--- src/sv/dbr_pkg.sv ---
// Shared types, constants and helpers for the queue-pair doorbell ring.
package dbr_pkg;

   // Ring geometry
   localparam int RING_DEPTH = 1024;
   localparam int IDX_W      = (RING_DEPTH > 1) ? $clog2(RING_DEPTH) : 1;
   localparam logic [IDX_W-1:0] IDX_LAST = IDX_W'(RING_DEPTH - 1);

   // Field widths
   localparam int QNUM_W   = 16;
   localparam int CMD_W    = 8;
   localparam int DONE_W   = 8;
   localparam int STATUS_W = 3;
   localparam int SLOT_W   = 10;
   localparam int WORD_W   = 64;
   localparam int DB_IDX_W = 16;

   // Configuration port
   localparam int CSR_IDX_W  = 2;
   localparam int CSR_DATA_W = 16;
   localparam logic [CSR_IDX_W-1:0] CSR_QUEUE_NUMBER  = 2'd0;
   localparam logic [CSR_IDX_W-1:0] CSR_SUBMIT_CMD    = 2'd1;
   localparam logic [CSR_IDX_W-1:0] CSR_COMPLETE_CMD  = 2'd2;

   localparam logic [CMD_W-1:0] SUBMIT_CMD_RESET   = 8'd0;
   localparam logic [CMD_W-1:0] COMPLETE_CMD_RESET = 8'd1;

   // Item modes
   localparam logic MODE_SUBMIT = 1'b0;
   localparam logic MODE_POLL   = 1'b1;

   localparam logic [DONE_W-1:0] DONE_OK = 8'h03;

   // Result status codes
   localparam logic [STATUS_W-1:0] ST_SUBMITTED = 3'd0;
   localparam logic [STATUS_W-1:0] ST_BUSY      = 3'd1;
   localparam logic [STATUS_W-1:0] ST_TAKEN     = 3'd2;
   localparam logic [STATUS_W-1:0] ST_NOTHING   = 3'd3;
   localparam logic [STATUS_W-1:0] ST_ERROR     = 3'd4;

   typedef struct packed {
      logic              mode;
      logic              entry_phase;
      logic [DONE_W-1:0] done_status;
   } req_type;

   typedef struct packed {
      logic [STATUS_W-1:0] status;
      logic [SLOT_W-1:0]   slot_index;
      logic                doorbell_valid;
      logic [WORD_W-1:0]   doorbell_word;
   } rsp_type;

   typedef struct packed {
      logic [QNUM_W-1:0] queue_number;
      logic [CMD_W-1:0]  submit_cmd;
      logic [CMD_W-1:0]  complete_cmd;
   } cfg_type;

   function automatic logic [IDX_W-1:0] wrap_next(input logic [IDX_W-1:0] idx);
      logic [IDX_W-1:0] res;
      if (idx >= IDX_LAST) res = '0;
      else                 res = idx + 1'b1;
      return res;
   endfunction

   function automatic logic [SLOT_W-1:0] to_slot(input logic [IDX_W-1:0] idx);
      logic [31:0] wide;
      wide = 32'(idx);
      return wide[SLOT_W-1:0];
   endfunction

   // priority 63..48, index 47..32, spare 31..24, command 23..16, queue 15..0
   function automatic logic [WORD_W-1:0] pack_doorbell(
      input logic [QNUM_W-1:0] qnum,
      input logic [CMD_W-1:0]  cmd,
      input logic [IDX_W-1:0]  idx
   );
      logic [DB_IDX_W-1:0] idx16;
      idx16 = DB_IDX_W'(idx);
      return {16'h0000, idx16, 8'h00, cmd, qnum};
   endfunction

endpackage

--- src/sv/dbr_csr.sv ---
// Configuration registers of the doorbell ring.
module dbr_csr import dbr_pkg::*; (
   input  logic                  clock,
   input  logic                  reset,
   input  logic                  csr_wr_en,
   input  logic [CSR_IDX_W-1:0]  csr_index,
   input  logic [CSR_DATA_W-1:0] csr_wdata,
   output cfg_type               cfg
);

   cfg_type cfg_ff, cfg_in;

   always_comb begin
      cfg_in = cfg_ff;
      if (csr_wr_en) begin
         case (csr_index)
            CSR_QUEUE_NUMBER: cfg_in.queue_number = csr_wdata[QNUM_W-1:0];
            CSR_SUBMIT_CMD:   cfg_in.submit_cmd   = csr_wdata[CMD_W-1:0];
            CSR_COMPLETE_CMD: cfg_in.complete_cmd = csr_wdata[CMD_W-1:0];
            default:          cfg_in = cfg_ff; // unknown index ignored
         endcase
      end
   end

   always_ff @(posedge clock) begin
      if (reset) begin
         cfg_ff.queue_number <= '0;
         cfg_ff.submit_cmd   <= SUBMIT_CMD_RESET;
         cfg_ff.complete_cmd <= COMPLETE_CMD_RESET;
      end else begin
         cfg_ff <= cfg_in;
      end
   end

   assign cfg = cfg_ff;

endmodule

--- src/sv/dbr_in_stage.sv ---
// Input register stage: holds one request item until the ring logic takes it.
module dbr_in_stage import dbr_pkg::*; (
   input  logic    clock,
   input  logic    reset,
   input  logic    req_valid,
   output logic    req_stall,
   input  req_type req_item,
   input  logic    advance,
   output logic    stage_valid,
   output req_type stage_item
);

   logic    valid_ff, valid_in;
   req_type item_ff;
   logic    load;

   // Load when empty or when the held item moves on this cycle
   assign load      = !valid_ff || advance;
   assign req_stall = !load;
   assign valid_in  = load ? req_valid : valid_ff;

   always_ff @(posedge clock) begin
      if (reset) begin
         valid_ff <= 1'b0;
      end else begin
         valid_ff <= valid_in;
      end
   end

   always_ff @(posedge clock) begin
      if (load && req_valid) begin
         item_ff <= req_item;
      end
   end

   assign stage_valid = valid_ff;
   assign stage_item  = item_ff;

endmodule

--- src/sv/dbr_ring.sv ---
// Ring pointers, phase tracking and result/doorbell formation.
module dbr_ring import dbr_pkg::*; (
   input  logic    clock,
   input  logic    reset,
   input  logic    fire,
   input  req_type item,
   input  cfg_type cfg,
   output rsp_type result
);

   logic [IDX_W-1:0] tail_ff, tail_in;
   logic [IDX_W-1:0] shead_ff, shead_in;
   logic [IDX_W-1:0] chead_ff, chead_in;
   logic             phase_ff, phase_in;
   logic             full_ff, full_in;
   logic [IDX_W-1:0] tail_nxt;
   logic [IDX_W-1:0] chead_nxt;

   assign tail_nxt  = wrap_next(tail_ff);
   assign chead_nxt = wrap_next(chead_ff);

   always_comb begin
      tail_in  = tail_ff;
      shead_in = shead_ff;
      chead_in = chead_ff;
      phase_in = phase_ff;
      full_in  = full_ff;
      result   = '0;
      if (item.mode == MODE_SUBMIT) begin
         result.slot_index = to_slot(tail_ff);
         if (full_ff) begin
            result.status = ST_BUSY;
         end else begin
            result.status         = ST_SUBMITTED;
            result.doorbell_valid = 1'b1;
            result.doorbell_word  = pack_doorbell(cfg.queue_number, cfg.submit_cmd,
                                                  tail_nxt);
            tail_in = tail_nxt;
            if (tail_nxt == shead_ff) begin
               full_in = 1'b1;
            end
         end
      end else begin
         result.slot_index = to_slot(chead_ff);
         if (item.entry_phase != phase_ff) begin
            result.status = ST_NOTHING;
         end else if (item.done_status != DONE_OK) begin
            result.status = ST_ERROR;
         end else begin
            result.status         = ST_TAKEN;
            result.doorbell_valid = 1'b1;
            result.doorbell_word  = pack_doorbell(cfg.queue_number, cfg.complete_cmd,
                                                  chead_nxt);
            full_in  = 1'b0;
            chead_in = chead_nxt;
            shead_in = chead_nxt;
            // phase flips each time the completion head wraps
            if (chead_nxt == '0) begin
               phase_in = !phase_ff;
            end
         end
      end
   end

   always_ff @(posedge clock) begin
      if (reset) begin
         tail_ff  <= '0;
         shead_ff <= '0;
         chead_ff <= '0;
         phase_ff <= 1'b1;
         full_ff  <= 1'b0;
      end else if (fire) begin
         tail_ff  <= tail_in;
         shead_ff <= shead_in;
         chead_ff <= chead_in;
         phase_ff <= phase_in;
         full_ff  <= full_in;
      end
   end

endmodule

--- src/sv/dbr_out_stage.sv ---
// Result register stage facing the response channel.
module dbr_out_stage import dbr_pkg::*; (
   input  logic    clock,
   input  logic    reset,
   input  logic    stage_valid,
   input  rsp_type result,
   output logic    advance,
   output logic    fire,
   output logic    rsp_valid,
   input  logic    rsp_stall,
   output rsp_type rsp_item
);

   logic    valid_ff, valid_in;
   rsp_type item_ff;

   // Room when empty or the held result leaves this cycle
   assign advance  = !valid_ff || !rsp_stall;
   assign fire     = advance && stage_valid;
   assign valid_in = advance ? stage_valid : valid_ff;

   always_ff @(posedge clock) begin
      if (reset) begin
         valid_ff <= 1'b0;
      end else begin
         valid_ff <= valid_in;
      end
   end

   always_ff @(posedge clock) begin
      if (fire) begin
         item_ff <= result;
      end
   end

   assign rsp_valid = valid_ff;
   assign rsp_item  = item_ff;

endmodule

--- src/sv/queue_pair_doorbell_ring_top.sv ---
// Top level of the queue-pair doorbell ring.
//
// Usage:
//   req channel (req_valid / req_stall / req_item) carries one item per
//   submit (mode 0) or completion poll (mode 1). rsp channel carries exactly
//   one result item per request: status, ring slot and the doorbell word.
//   csr_wr_en / csr_index / csr_wdata write queue number (0), submit
//   doorbell command (1) and completion doorbell command (2); other indices
//   are ignored. Write only while the block is idle.
// Timing:
//   An item accepted on the req channel is held in the input register; its
//   result is captured in the result register, raising rsp_valid, as soon
//   as that register has room. One item per cycle sustained while rsp_stall
//   is low: the pointer update, phase compare and doorbell pack are one
//   shallow stage between the input and result registers.
// Reset (synchronous): both stages empty, tail/heads zero, expected phase 1,
//   full flag clear, registers back to 0 / 0 / 1.
// Stall: while rsp_stall holds a result, the input register keeps one more
//   item; req_stall rises once both are occupied. Ring state only moves when
//   an item enters the result register, so stalls never lose or repeat work.
module queue_pair_doorbell_ring_top import dbr_pkg::*; (
   input  logic                  clock,
   input  logic                  reset,
   input  logic                  req_valid,
   output logic                  req_stall,
   input  req_type               req_item,
   output logic                  rsp_valid,
   input  logic                  rsp_stall,
   output rsp_type               rsp_item,
   input  logic                  csr_wr_en,
   input  logic [CSR_IDX_W-1:0]  csr_index,
   input  logic [CSR_DATA_W-1:0] csr_wdata
);

   cfg_type cfg;
   logic    advance;
   logic    fire;
   logic    stage_valid;
   req_type stage_item;
   rsp_type result;

   dbr_csr u_csr (
      .clock     (clock),
      .reset     (reset),
      .csr_wr_en (csr_wr_en),
      .csr_index (csr_index),
      .csr_wdata (csr_wdata),
      .cfg       (cfg)
   );

   dbr_in_stage u_in (
      .clock       (clock),
      .reset       (reset),
      .req_valid   (req_valid),
      .req_stall   (req_stall),
      .req_item    (req_item),
      .advance     (advance),
      .stage_valid (stage_valid),
      .stage_item  (stage_item)
   );

   // pointer state updates on the same edge the result is captured
   dbr_ring u_ring (
      .clock  (clock),
      .reset  (reset),
      .fire   (fire),
      .item   (stage_item),
      .cfg    (cfg),
      .result (result)
   );

   dbr_out_stage u_out (
      .clock       (clock),
      .reset       (reset),
      .stage_valid (stage_valid),
      .result      (result),
      .advance     (advance),
      .fire        (fire),
      .rsp_valid   (rsp_valid),
      .rsp_stall   (rsp_stall),
      .rsp_item    (rsp_item)
   );

endmodule

--- config.mk ---
export PLATFORM = sky130hd
export DESIGN_NAME = queue_pair_doorbell_ring_top
export DESIGN_NICKNAME = d
export VERILOG_FILES = /design/src/sv/dbr_pkg.sv /design/src/sv/dbr_csr.sv /design/src/sv/dbr_in_stage.sv /design/src/sv/dbr_ring.sv /design/src/sv/dbr_out_stage.sv /design/src/sv/queue_pair_doorbell_ring_top.sv
export SDC_FILE = /design/constraint.sdc
export NUM_CORES = 1
export LEC_CHECK = 0
export ABC_AREA = 0
export BUFFER_PORTS_ARGS = -buffer_cell sky130_fd_sc_hd__buf_2
export CAP_MARGIN = 40
export CELL_PAD_IN_SITES_DETAIL_PLACEMENT = 0
export CELL_PAD_IN_SITES_GLOBAL_PLACEMENT = 1
export CORE_AREA = 2 2 138 140
export CTS_BUF_LIST = sky130_fd_sc_hd__clkbuf_16
export DETAILED_ROUTE_END_ITERATION = 8
export DIE_AREA = 0 0 140 142
export PLACE_DENSITY_LB_ADDON = 0.1
export SYNTH_ARGS = -nofsm -noshare
export SYNTH_HDL_FRONTEND = slang
export SYNTH_HIERARCHICAL = 1
export SYNTH_SLANG_ARGS = --single-unit
--- constraint.sdc ---
create_clock -name clock -period 5.65 [get_ports clock]
set_input_delay 0.565 -clock clock [delete_from_list [all_inputs] [get_ports clock]]
set_output_delay 0.565 -clock clock [all_outputs]
set_load 0.02 [all_outputs]
* Word-level counts from Yosys, hierarchy flattened *
Cells that the tools add are included.
W data, S select, Z words.

word-level totals
  flip-flop bits (word level) = 144
  bits in latches = 0
  RAM bits = 0
  bits in read-only memories = 0
  input bits = 33
  output and inout bits = 80
  logic and storage cells = 63
  memories = 0

cells by class
  add/sub/neg operators = 2
  multiply operators = 0
  div/mod/pow operators = 0
  $lt $le $gt $ge = 2
  eq/ne operators = 7
  shift operators = 0
  mux-type cells = 14
  bitwise operators = 4
  reduce and logical (&&, ||, !) cells = 18

operator list
  operator                 count
  $mux W65                 3
  $mux W78                 1
  $add A10 B1 Y10 const B  2
  $ge A10 B10 Y1 const B   2
  $mux W10                 2
  $eq A10 B10 Y1           1
  $logic_not A10 Y1        1
  $ne A8 B2 Y1 const B     1
  $mux W1                  6
  $mux W3                  2
  $reduce_and A2 Y1        3
  $reduce_and A3 Y1        2
  $logic_not A1 Y1         5
  $reduce_and A5 Y1        1
  $ne A2 B2 Y1 const B     2
  $not A1 Y1               4
  $reduce_and A4 Y1        1
  $eq A2 B1 Y1 const B     1
  $eq A2 B2 Y1 const B     1
  $logic_and A1 B1 Y1      2
  $logic_not A2 Y1         1
  $logic_or A1 B1 Y1       2
  $ne A1 B1 Y1             1

* Logic depth before layout (Yosys ltp) *
Gate-level depths: netlist of run 1.

  depth after elaboration = 6
  mapped depth = 8
  depth with buffers taken out = 7

* By module *
Netlist of run 1, hierarchy kept.

by module, submodules not included
  module         times used  cells an instance  area each (µm²)  sequential area each (µm²)
  dbr_out_stage  1           83                 2381.0           2362.3
  dbr_ring       1           298                2212.1           440.4
  dbr_csr        1           125                1352.5           640.6
  dbr_in_stage   1           14                 350.3            320.3

* Least setup slack after synthesis of run 1 *
Ideal clock, no wire load.

  kind = input -> register
  start point = in rsp_stall
  end point = reg u_ring.phase_ff
  setup time = 0.062 ns
  arrival time = 3.695 ns
  slack = 1.893 ns
  stages on the path = 6
  path buffers = 0
  path through = nand2_1 and2_1 nand2_2 or3_1 or3_1 nand3_1

between the ends
  cells in the longest elaborated chain, start to end = 4

ends and longest elaborated chain
  item                                RTL line                            source
  start, declared                     queue_pair_doorbell_ring_top.sv:28  input logic rsp_stall,
  $logic_not A1 Y1                    dbr_out_stage.sv:18                 assign advance = !valid_ff || !rsp_stall;
  $logic_or A1 B1 Y1                  dbr_out_stage.sv:18
  $logic_and A1 B1 Y1                 dbr_out_stage.sv:19                 assign fire = advance && stage_valid;
  net fire                            queue_pair_doorbell_ring_top.sv:37  logic fire;
  $reduce_and A5 Y1 (no source line)  n/a
  end signal, assigned                dbr_ring.sv:76                      phase_ff <= phase_in;
  end, declared                       dbr_ring.sv:14                      logic phase_ff, phase_in;

The timed path passes the listed nets, and every way through them passes these cells.
A chain may end at the register's enable or synchronous reset.

* Worst setup path after layout of run 1 *
  start point = reg u_in.item_ff (netlist bit u_in/stage_item[9])
  end point = reg u_ring.phase_ff

between the ends
  cells in the longest elaborated chain, start to end = 1

ends and longest elaborated chain
  item                                RTL line            source
  start, declared                     dbr_in_stage.sv:14  req_type item_ff;
  start signal, assigned              dbr_in_stage.sv:32  item_ff <= req_item;
  $reduce_and A5 Y1 (no source line)  n/a

Every way passes these cells.

==> impl_metrics.toml, run 1 <==
[cts]
hold_buffers = 0
cts_tree = "yes"
clock_latency_ns = 0.42
cts.sinks = 144
cts_max_path_buffers = 2
clkTransAtPathRegs_ns = 0.06
cts_inserted_buffers = 17
ctsResizeCount = 0
cts-root-buf = "clkbuf_16"
post_cts_buffers = 0
cts_max_level = 4

[synth]
syn_inst = 520
ys_warn_count = 6
synth-edff-count = 88
synthArstFlopShare_pct = 0
synth_cell_types = 57
ys_ff_latch = 144
syn_area_per_cell_sq_um = 12.1
syn_area_sq_um = 6300
seq_area_frac_synth_pct = 59.8
yosys_most_used_dff = "edfxtp_1"

[drt]
first_iter_violations = 272
antenna_left = 0
routedWlPerCell_um = 16.0
drc_errors = 7
vias = 4051
drt-total-wl_mm = 13.9
vias_per_cell = 4.65
drt_pass1_iterations = 6

[finish]
area_growth_pct = 19.6
diodes = 0
nets = 660
stdcell_count = 872
n_fill_cell = 1799
drive_gt1_share_pct = 25.9

[setup_path]
crit_path_end_kind = "register"
worstPathRequired_ns = 6.01
path_cells = "inv_1 > nor4_4 > nand2_2 > or3_1 > or3_1 > nand3_1"
critPathMaxStageDelay_ns = 0.84
path_common_cell = "or3_1"
critPathMaxFanout = 17
path_class = "reg2reg"
cp-start-kind = "register"
crit_arrival_ns = 3.34
slowest_stage = "nor4_4"

[global_routing]
grt_max_degree = 74
grtUsageTotal_pct = 14.4
grt_pass1_vias = 4075
overflow = 0
antenna_found_initial = 0
grt_first_pass_wirelength_mm = 21.9

[power_and_ir_drop]
internal_power_uw = 1900
clkPwrFrac_pct = 46.0
power_density_nw_per_um2 = 325
peakVddDrop_mv = 0.197
p_leak_uw = 0.00292
switching_power_uw = 549
swShare_pct = 22.4
seqPwrFrac_pct = 47.9
power_frac_comb_pct = 6.1

[floorplanning]
dieArea_sq_um = 19900
coreArea_sq_um = 18500
die_h_um = 142
num_rows = 50
die_w_um = 140
start_util_pct = 34.1
ios = 113

[run_status]
violations = "DRC"
status = "finished, violations left"

[timing]
hold_viol = 0
finalCritPeriodShare_pct = 52.8
period_needed_ns = 2.99
slew-limit-headroom_pct = 41.1
setup_violations = 0
tns_ns = 0
rsz0062_at_grt = "no"
tightest_slew_ns = 0.878
max_freq_mhz = 335
timing.hold.ws_ns = 0.321
clock_skew_ns = 0.00869
drv_slew = 0

[placement]
port_buffers = 112
globalplace.congestion = 0.789
dpl.hpwl_mm = 9.40
placedCellCount = 840

[min_path]
hold_path.class = "in2reg"

[run]
cap_violations = 0
==> cell usage in the layout (no fill, tap or decap), types with 6 or more instances in the layout <==
cell type and n:
a21oi_1 18, a22o_1 8, and3_1 12, buf_2 112, clkbuf_16 17, conb_1 30
dfxtp_1 56, edfxtp_1 88, mux2_2 10, mux2i_1 34, nand2_1 20, nand2b_1 47
nand3_1 15, nor2_1 24, nor2b_1 17, nor3_1 7, o21ai_0 10, o22ai_1 10
or3_1 6, xnor2_1 12, xor2_1 12
==> path summary, 6_finish.rpt <==
kind | start | endpoint | slack, ns | cells after the start
worst max-delay path | u_in/stage_item[9] | u_ring/phase_ff | 2.66 | 6
worst min-delay path | req_item[8] | u_in/stage_item[8] | 0.32 | 1
worst max register to register | u_in/stage_item[9] | u_ring/phase_ff | 2.66 | 6
worst min register to register | u_csr/cfg[19] | u_csr/cfg[19] | 0.47 | 2
==> metal layers <==
metal | vias up | track usage, % | part of all wire (%)
met5 | - | 0 | 0
met4 | 0 | 5.53 | 1.5
met3 | 15 | 3.50 | 4.1
met2 | 87 | 24.5 | 49
met1 | 1941 | 17.6 | 45
li1 | 2008 | - | -
==> flip-flops by register name, indices dropped and copies added (netlist names) <==
signal            flops
u_csr/cfg            32
u_in/stage_item      10
u_in/stage_valid      1
u_out/rsp_item       78
u_out/rsp_valid       1
u_ring/chead_ff      10
u_ring/full_ff        1
u_ring/phase_ff       1
u_ring/tail_ff       10
==> cell usage after synthesis, types with 2 or more instances <==
master     number  area, sq um
nand4_1         4         25.0
o21ai_0        10         50.1
a21o_1          2         15.0
xor2_1         12          105
inv_1           5         18.8
dfxtp_1        56         1120
nor3_1          7         35.0
nor3b_1         4         30.0
mux2i_1        34          340
a21oi_1        18         90.1
nor2b_1        17          106
xnor2_1        12          105
o22ai_1        10         62.6
nand3b_1        3         22.5
a22o_1          8         70.1
buf_4          30          225
and3_1         12         75.1
nand2b_1       47          294
and2_1          5         31.3
ha_1            2         25.0
nand2_1        20         75.1
buf_2           4         20.0
mux2_2         10          113
nor2_1         24         90.1
clkbuf_1       21         78.8
edfxtp_1       88         2640
a211oi_1        2         15.0
clkbuf_2        2         10.0
a2111oi_0       2         17.5
nand3_1        15         75.1
nor4_1          3         18.8
or3_1           6         37.5
==> area by class of cell <==
cell class | count | area, sq um | share of cell area (%)
Timing Repair Buffer | 117 | 598 | 7.94
Inverter | 5 | 18.8 | 0.249
Clock inverter | 15 | 168 | 2.23
Clock buffer | 17 | 425 | 5.65
Tap cell | 234 | 293 | 3.89
Multi-Input combinational cell | 340 | 2260 | 30.0
Sequential cell | 144 | 3760 | 50.0
==> logic make-up (layout without fill, tap and decap cells) <==
kind of cell / after synthesis / after routing / synth area share (%)
AOI/OAI and AO/OA: 64 / 64 / 6.70
muxes: 44 / 44 / 7.19
and+or+nand+nor: 175 / 175 / 16.0
DFF: 144 / 144 / 59.8
other: 1 / 30 / 0.0596
adders and majority gates: 2 / 2 / 0.397
buffers and inverters: 65 / 154 / 6.16
xor gates and xnor gates: 25 / 25 / 3.72
==> critical path: cells and delay by family (launching register included) <==
family | cells | cell delay, ns
simple gates | 5 | 1.91
flops | 1 | 0.79
buf+inv | 1 | 0.22
==> power by group through the flow <==
| stage | clock network [uW] | logic [uW] | registers (uW) |
|---|---|---|---|
| 3_3_place_gp | 0 | 149 | 1200 |
| 4_1_cts | 1160 | 151 | 1170 |
| 6_report | 1130 | 148 | 1170 |
| 5_1_grt | 1200 | 162 | 1180 |
| 2_1_floorplan | 0 | 78.5 | 1230 |
| 3_5_place_dp | 0 | 151 | 1200 |
==> metrics by stage <==
stage	total power [uW]	instance area (sq um)	util (%)	setup slack [ns]
4_1_cts	2490	7530	40.8	2.68
3_5_place_dp	1350	6940	37.6	2.71
5_1_grt	2540	7530	40.8	2.46
6_report	2450	7530	40.8	2.66
2_1_floorplan	1310	6400	-	1.89
3_3_place_gp	1350	6940	37.6	2.76
Note: power is estimated with default switching activity, not from simulation.
==> run 2: changes to the inputs <==
- clock period: 5.65 -> 3 ns (I/O delays scaled with it)
==> impl_metrics.toml, run 2 (synthesized netlist as in run 1, its figures left out) <==
[timing]
setup_violations = 0
tns_ns = 0
tightest_slew_ns = 0.829
slew-limit-headroom_pct = 44.6
drv_slew = 0
hold_viol = 0
finalCritPeriodShare_pct = 74.0
rsz0062_at_grt = "no"
max_freq_mhz = 451
period_needed_ns = 2.22
clock_skew_ns = 0.00981

[run_status]
status = "finished, violations left"
violations = "DRC"

[floorplanning]
dieArea_sq_um = 19900
coreArea_sq_um = 18500
start_util_pct = 34.1
die_w_um = 140
die_h_um = 142
ios = 113
num_rows = 50

[power_and_ir_drop]
seqPwrFrac_pct = 47.3
swShare_pct = 21.9
p_leak_uw = 0.00297
switching_power_uw = 1020
internal_power_uw = 3640
power_frac_comb_pct = 6.3
power_density_nw_per_um2 = 614
peakVddDrop_mv = 0.375
clkPwrFrac_pct = 46.4

[setup_path]
critPathLaunch = "u_in/stage_item[5]"
critPathBufInv = 0
critPathMaxStageDelay_ns = 0.57
path_cells = "or4_4 > nor4_4 > nand2_2 > or3_1 > or3_1 > nand3_1"
crit_arrival_ns = 2.58
worstPathRequired_ns = 3.36
r2r_start = "u_in/stage_item[5]"
cp_top_family = "simple AND/OR/NAND/NOR gates"
path_class = "reg2reg"
path_common_cell = "or3_1"
rrSetupSlack_ns = 0.78
crit_path_end_kind = "register"
critPathMaxFanout = 7
cp-start-kind = "register"
slowest_stage = "or4_4"

[global_routing]
grt_max_degree = 55
grt_first_pass_wirelength_mm = 22.3
antenna_found_initial = 0
grtUsageTotal_pct = 14.5
overflow = 0
grt_pass1_vias = 4110

[drt]
vias_per_cell = 4.73
vias = 4141
drt-total-wl_mm = 14.1
routedWlPerCell_um = 16.2
first_iter_violations = 387
antenna_left = 0
drt_pass1_iterations = 9
drc_errors = 5

[cts]
clock_latency_ns = 0.42
cts_tree = "yes"
hold_buffers = 0
ctsResizeCount = 0
cts_max_level = 4
cts-root-buf = "clkbuf_16"
clkTransAtPathRegs_ns = 0.06
cts.sinks = 144
cts_max_path_buffers = 2
post_cts_buffers = 0
cts_inserted_buffers = 17

[placement]
globalplace.congestion = 0.795
placedCellCount = 844
port_buffers = 112
placedInstanceArea_sq_um = 6980
dpl.hpwl_mm = 9.70

[min_path]
hold_path.class = "in2reg"
holdCritStartpoint = "req_item[2]"

[finish]
drive_gt1_share_pct = 25.9
area_growth_pct = 20.6
final_area_sq_um = 7590
nets = 664
stdcell_count = 876
final_cell_mix = "112 x buf_2, 88 x edfxtp_1, 56 x dfxtp_1, 47 x nand2b_1, 34 x mux2i_1"
largest_reg_flops = 78
final_common_cell = "buf_2"
diodes = 0

[run]
cap_violations = 0
## run 2: worst reg2reg max path: stages, from the launching register on
cell,delay [ns]
edfxtp_1,0.36
or4_4,0.57
nor4_4,0.28
nand2_2,0.16
or3_1,0.39
or3_1,0.31
nand3_1,0.08
## run 2: cell type report
| type | count | area [sq um] |
|---|---|---|
| Fill cell | 1755 | 10900 |
| Sequential cell | 144 | 3760 |
| Multi-Input combinational cell | 340 | 2260 |
| Timing Repair Buffer | 121 | 641 |
| Clock buffer | 20 | 500 |
| Tap cell | 234 | 293 |
| Clock inverter | 12 | 113 |
| Inverter | 5 | 18.8 |
## run 2: power groups by stage
stage | clock [uW] | combinational (uW) | sequential, uW
4_1_cts | 2220 | 297 | 2210
2_1_floorplan | 0 | 148 | 2310
3_3_place_gp | 0 | 292 | 2240
3_5_place_dp | 0 | 297 | 2250
6_report | 2160 | 291 | 2200
5_1_grt | 2310 | 317 | 2210
## run 2: stage by stage
stage | power (uW) | hold slack (ns) | setup WS (ns) | util [%]
floorplan | 2460 | 0.372 | 0.364 | -
detailed placement | 2540 | 0.458 | 0.803 | 37.8
global route | 4830 | 0.0463 | 0.632 | 41.1
finish | 4660 | 0.0550 | 0.781 | 41.1
global placement | 2540 | 0.454 | 0.821 | 37.7
CTS | 4730 | 0.0402 | 0.786 | 41.1
## run 2: final timing paths
check,cells past startpoint,endpoint
setup / recovery,6,u_ring/phase_ff
hold / removal,1,u_in/stage_item[2]
setup reg to reg,6,u_ring/phase_ff
hold reg to reg,2,u_csr/cfg[19]
## run 2: per-layer routing
layer	track usage, %	up-vias	share of wire (%)	routed length (um)
met1	18.5	1987	45	6310
met5	0	-	0	0
li1	-	2020	-	-
met3	3.13	18	4.1	580
met2	23.9	116	49	6980
met4	6.59	0	1.9	275
